`src/design/tcw_pkg.sv`:
```
// Package for the text console writer: shared constants, codes and types.
// Used by tcw_ctrl, tcw_datapath and text_console_writer; depends on nothing.
`timescale 1ns / 1ps

package tcw_pkg;

   localparam int COLUMNS_DEFAULT = 80;
   localparam int ROWS_DEFAULT    = 25;

   localparam int OP_W   = 2;
   localparam int CHAR_W = 8;
   localparam int COL_W  = 7;
   localparam int ROW_W  = 5;
   localparam int LOC_W  = 11;
   localparam int CELL_W = 16;
   localparam int ATTR_W = 8;

   localparam int REQ_DATA_W = 24;
   localparam int RSP_DATA_W = 40;

   localparam logic [CHAR_W-1:0] CHAR_BACKSPACE = 8'd8;
   localparam logic [CHAR_W-1:0] CHAR_TAB       = 8'd9;
   localparam logic [CHAR_W-1:0] CHAR_LINE_FEED = 8'd10;
   localparam logic [CHAR_W-1:0] CHAR_RETURN    = 8'd13;
   localparam logic [CHAR_W-1:0] CHAR_PRINT_LO  = 8'd32;
   localparam logic [CHAR_W-1:0] CHAR_PRINT_HI  = 8'd127;
   localparam logic [CHAR_W-1:0] CHAR_BLANK     = 8'd32;
   localparam int                TAB_STEP       = 8;

   localparam logic [ATTR_W-1:0] COLOUR_RESET = 8'd15;

   typedef enum logic [OP_W-1:0] {
      OP_WRITE = 2'd0,
      OP_GOTO  = 2'd1,
      OP_CLEAR = 2'd2,
      OP_READ  = 2'd3
   } op_type;

   typedef enum logic [1:0] {
      SWEEP_ZERO,
      SWEEP_BLANK,
      SWEEP_SCROLL
   } sweep_mode_type;

   typedef enum logic [2:0] {
      ST_INIT,
      ST_IDLE,
      ST_EXEC,
      ST_CLEAR,
      ST_SCROLL,
      ST_RESP
   } tcw_state_type;

   typedef struct packed {
      logic           capture;
      logic           exec;
      logic           sweep_start;
      logic           sweep_step;
      sweep_mode_type sweep_mode;
      logic           rsp_load;
   } tcw_cmd_type;

   typedef struct packed {
      op_type op;
      logic   scroll_needed;
      logic   sweep_last;
      logic   rsp_free;
   } tcw_status_type;

endpackage

```
`src/design/tcw_ctrl.sv`:
```
// Controller state machine of the text console writer.
// Drives tcw_datapath through tcw_pkg command and status structs.
`timescale 1ns / 1ps

module tcw_ctrl (
   input  logic                   clock,
   input  logic                   reset,
   input  logic                   req_tvalid,
   output logic                   req_tready,
   input  tcw_pkg::tcw_status_type status,
   output tcw_pkg::tcw_cmd_type    cmd
);

   tcw_pkg::tcw_state_type state_ff;
   tcw_pkg::tcw_state_type state_in;

   always_ff @(posedge clock) begin
      if (reset) begin
         state_ff <= tcw_pkg::ST_INIT;
      end else begin
         state_ff <= state_in;
      end
   end

   always_comb begin
      state_in        = state_ff;
      req_tready      = 1'b0;
      cmd.capture     = 1'b0;
      cmd.exec        = 1'b0;
      cmd.sweep_start = 1'b0;
      cmd.sweep_step  = 1'b0;
      cmd.sweep_mode  = tcw_pkg::SWEEP_ZERO;
      cmd.rsp_load    = 1'b0;
      unique case (state_ff)
         tcw_pkg::ST_INIT: begin
            cmd.sweep_step = 1'b1;
            if (status.sweep_last) begin
               state_in = tcw_pkg::ST_IDLE;
            end
         end
         tcw_pkg::ST_IDLE: begin
            req_tready  = 1'b1;
            cmd.capture = req_tvalid;
            if (req_tvalid) begin
               state_in = tcw_pkg::ST_EXEC;
            end
         end
         tcw_pkg::ST_EXEC: begin
            cmd.exec        = 1'b1;
            cmd.sweep_start = 1'b1;
            if (status.op == tcw_pkg::OP_CLEAR) begin
               state_in = tcw_pkg::ST_CLEAR;
            end else if (status.op == tcw_pkg::OP_WRITE && status.scroll_needed) begin
               state_in = tcw_pkg::ST_SCROLL;
            end else begin
               state_in = tcw_pkg::ST_RESP;
            end
         end
         tcw_pkg::ST_CLEAR: begin
            cmd.sweep_mode = tcw_pkg::SWEEP_BLANK;
            cmd.sweep_step = 1'b1;
            if (status.sweep_last) begin
               state_in = tcw_pkg::ST_RESP;
            end
         end
         tcw_pkg::ST_SCROLL: begin
            cmd.sweep_mode = tcw_pkg::SWEEP_SCROLL;
            cmd.sweep_step = 1'b1;
            if (status.sweep_last) begin
               state_in = tcw_pkg::ST_RESP;
            end
         end
         tcw_pkg::ST_RESP: begin
            if (status.rsp_free) begin
               cmd.rsp_load = 1'b1;
               state_in     = tcw_pkg::ST_IDLE;
            end
         end
         default: begin
            state_in = tcw_pkg::ST_INIT;
         end
      endcase
   end

endmodule

```
`config.mk`:
```
export PLATFORM = sky130hd
export DESIGN_NAME = tcw_ctrl
export DESIGN_NICKNAME = d
export VERILOG_FILES = /design/src/design/tcw_pkg.sv /design/src/design/tcw_ctrl.sv
export SDC_FILE = /design/constraint.sdc
export NUM_CORES = 1
export LEC_CHECK = 0
export BUFFER_PORTS_ARGS = -buffer_cell sky130_fd_sc_hd__buf_4
export CORE_AREA = 2 2 39 41
export CTS_BUF_LIST = sky130_fd_sc_hd__clkbuf_8
export CTS_CLUSTER_SIZE = 30
export DETAILED_ROUTE_END_ITERATION = 12
export DIE_AREA = 0 0 41 43
export PLACE_DENSITY = 0.57
export REMOVE_ABC_BUFFERS = 1
export SYNTH_ARGS = -nofsm -noshare
export SYNTH_HDL_FRONTEND = slang
export SYNTH_SLANG_ARGS = --single-unit
export TNS_END_PERCENT = 1
```
`constraint.sdc`:
```
create_clock -name clock -period 1.05 [get_ports clock]
set_input_delay 0.315 -clock clock [delete_from_list [all_inputs] [get_ports clock]]
set_output_delay 0.315 -clock clock [all_outputs]
set_load 0.005 [all_outputs]
```
==> impl_metrics.env <==
export IMPL_status="finished, violations left"
export IMPL_violations="setup timing"
export IMPL_setup_slack_ns=-0.332
export IMPL_yosysTopAreaCellShare=0.197
export IMPL_p_clk_frac=0.421
export IMPL_min_path_type="input pin to flip-flop"
export IMPL_dr_pass1_iters=4
export IMPL_setup_viol=11
export IMPL_wire_per_inst_um=11.9
export IMPL_critical_path_class="flip-flop to output pin"
export IMPL_fin_cells=77
export IMPL_grt_pass1_vias=323
export IMPL_drive_gt1_frac=0.721
export IMPL_cp_required_ns=0.73
export IMPL_grt_pass1_wl_um=1420
export IMPL_drtIter0Drc=3
export IMPL_core_area_um2=1380
export IMPL_initial_utilization=0.221
export IMPL_route_detailed_drc=0
export IMPL_pre_cts_ws_ns=-0.290
export IMPL_hold_path_end="state_ff[2]"
export IMPL_endpoint_kind="output pin"
export IMPL_clockRootBuffer="clkbuf_8"
export IMPL_async_flop_share=0
export IMPL_cp_arrival_ns=1.07
export IMPL_powerDensity_nw_per_um2=1330
export IMPL_area_growth_pct=94.7
export IMPL_p_seq_frac=0.212
export IMPL_grt_max_degree=10
export IMPL_path_max_fanout=4
export IMPL_worstHoldPathCells=2
export IMPL_cts_tree="built"
export IMPL_die_w_um=41
export IMPL_clock_sinks=3
export IMPL_reg2reg_to="state_ff[2]"
export IMPL_timing_rr_start="state_ff[0]"
export IMPL_fill_cells=142
export IMPL_num_rows=14
export IMPL_multi_input_area_um2=229
export IMPL_ys_top_cells_by_area="dfxtp_1 20%, nor3b_2 8.2%, buf_6 7.4%"
export IMPL_fin_crit_ns=1.38
export IMPL_synth_commonest_cells="3 x dfxtp_1, 3 x nor3_1"
export IMPL_reg_top3="state_ff x3"
export IMPL_hold_start="reset"
export IMPL_antenna_found_initial=0
export IMPL_fmax_mhz=724
export IMPL_yosys_area_top_type="dfxtp_1"
export IMPL_drt_wl_total_um=920
export IMPL_cts_max_path_buffers=2
export IMPL_cp_start_kind="flip-flop"
export IMPL_dp_cells=71
export IMPL_largest_reg_flops=3
export IMPL_finalClockSkew_ns=0.00347
export IMPL_diodes=0
export IMPL_internal_power_mw=0.569
export IMPL_syn_avg_cell_area_um2=9.25
export IMPL_r2r_setup_slack_ns=-0.22
export IMPL_top_register="state_ff"
export IMPL_rsz0062_at_grt="true"
export IMPL_slew_headroom=0.794
export IMPL_vias=354
export IMPL_dp_hpwl_um=660
export IMPL_clk_pin_slew_ns=0.03
export IMPL_synth_area_um2=305
export IMPL_numCtsBuffers=3
export IMPL_io_pins=16
export IMPL_clk_insertion_delay_late_ns=0.22
export IMPL_grt_overflow=0
export IMPL_synth_top_flop_cell="dfxtp_1"
export IMPL_grt_total_usage=0.121
export IMPL_ant_nets=0
export IMPL_ys_seq_area_frac=0.197
export IMPL_fin_nets=70
export IMPL_switching_share=0.280
export IMPL_synth_edf_count=0
export IMPL_synthDistinctLibCells=25
export IMPL_htreeDepth=1
export IMPL_routed_via_density=4.60
export IMPL_fp_dieArea_um2=1760
export IMPL_peakVddDrop_mv=0.542
export IMPL_hold_viol=0
export IMPL_p_sw_mw=0.221
export IMPL_p_leak_nw=0.283
export IMPL_yosys_warnings=0
export IMPL_ys_seq_elements=3
export IMPL_r2r_cells=4
export IMPL_tns_ns=-2.86
export IMPL_worst_slew_pin_slew_ns=0.306
export IMPL_hold_buffers=0
export IMPL_synth_cells=33
export IMPL_combPwrFrac=0.368
export IMPL_die_h_um=43
export IMPL_fin_crit_sh=1.32
export IMPL_gp_congestion=0.742
export IMPL_drv_cap=0
export IMPL_regArea_um2=71.3
export IMPL_slew_violations=0
export IMPL_io_buffers=15
per-layer routing:
metal  vias to the layer above  track usage  share of wire
li1                        180            -              -
met5                         -            0              0
met3                         2       0.0209          0.084
met1                       155        0.160           0.40
met2                        17        0.172           0.49
met4                         0       0.0800          0.023
power by group through the flow:
stage                     Clock, mW  Combinational, mW  Sequential [mW]
after floorplan                   0              0.103            0.156
after global placement            0              0.246            0.161
after detailed placement          0              0.248            0.160
after CTS                     0.335              0.284            0.165
after global routing          0.353              0.316            0.172
final                         0.332              0.290            0.167
critical path, cell delays in order (launching register included):
cell and delay [ns]:
dfxtp_4 0.37, inv_2 0.06, buf_4 0.15, a21o_1 0.15, buf_4 0.13
per-stage QoR:
step                      instance area, µm²   util  total power [mW]  hold WS, ns
after detailed placement                 483  0.349             0.408        0.508
after floorplan                          275      -             0.260        0.381
after CTS                                581  0.420             0.784        0.273
after global placement                   483  0.349             0.407        0.510
final                                    594  0.429             0.790        0.273
after global routing                     594  0.429             0.840        0.280
kinds of logic after synthesis:
family / Yosys count / synth area share
simple gates: 12 / 0.324
mux: 1 / 0.0328
compound gates: 11 / 0.311
buf+inv: 6 / 0.135
flops: 3 / 0.197
repair_timing:
action                     CTS  global route
setup endpoints to repair   11            11
pin swaps                    4             1
resized for setup           12             4
setup buffers                2             0
cell usage in the layout (no fill, tap or decap), drive strengths merged, types with 2 or more instances in the layout:
| cell type | count |
|---|---|
| nor3 | 3 |
| a21oi | 2 |
| clkbuf | 3 |
| inv | 4 |
| dfxtp | 3 |
| a311oi | 2 |
| nor3b | 2 |
| buf | 27 |
how the worst max path moves through the flow:
stage	end	from
finish	cmd[3]	state_ff[1]
global route	cmd[3]	state_ff[0]
CTS	cmd[3]	state_ff[1]
detailed placement	state_ff[0]	state_ff[0]
global placement	state_ff[0]	state_ff[2]
floorplan	cmd[3]	state_ff[0]
area by class of cell:
type                       count  area share
clock buffer                   3      0.0695
timing repair buffer          27       0.366
clock inverter                 1     0.00632
multi-input combinational     24       0.385
inverter                       3      0.0189
tap                           16      0.0337
sequential                     3       0.120
No activity file was read; power rests on OpenSTA's default activity.
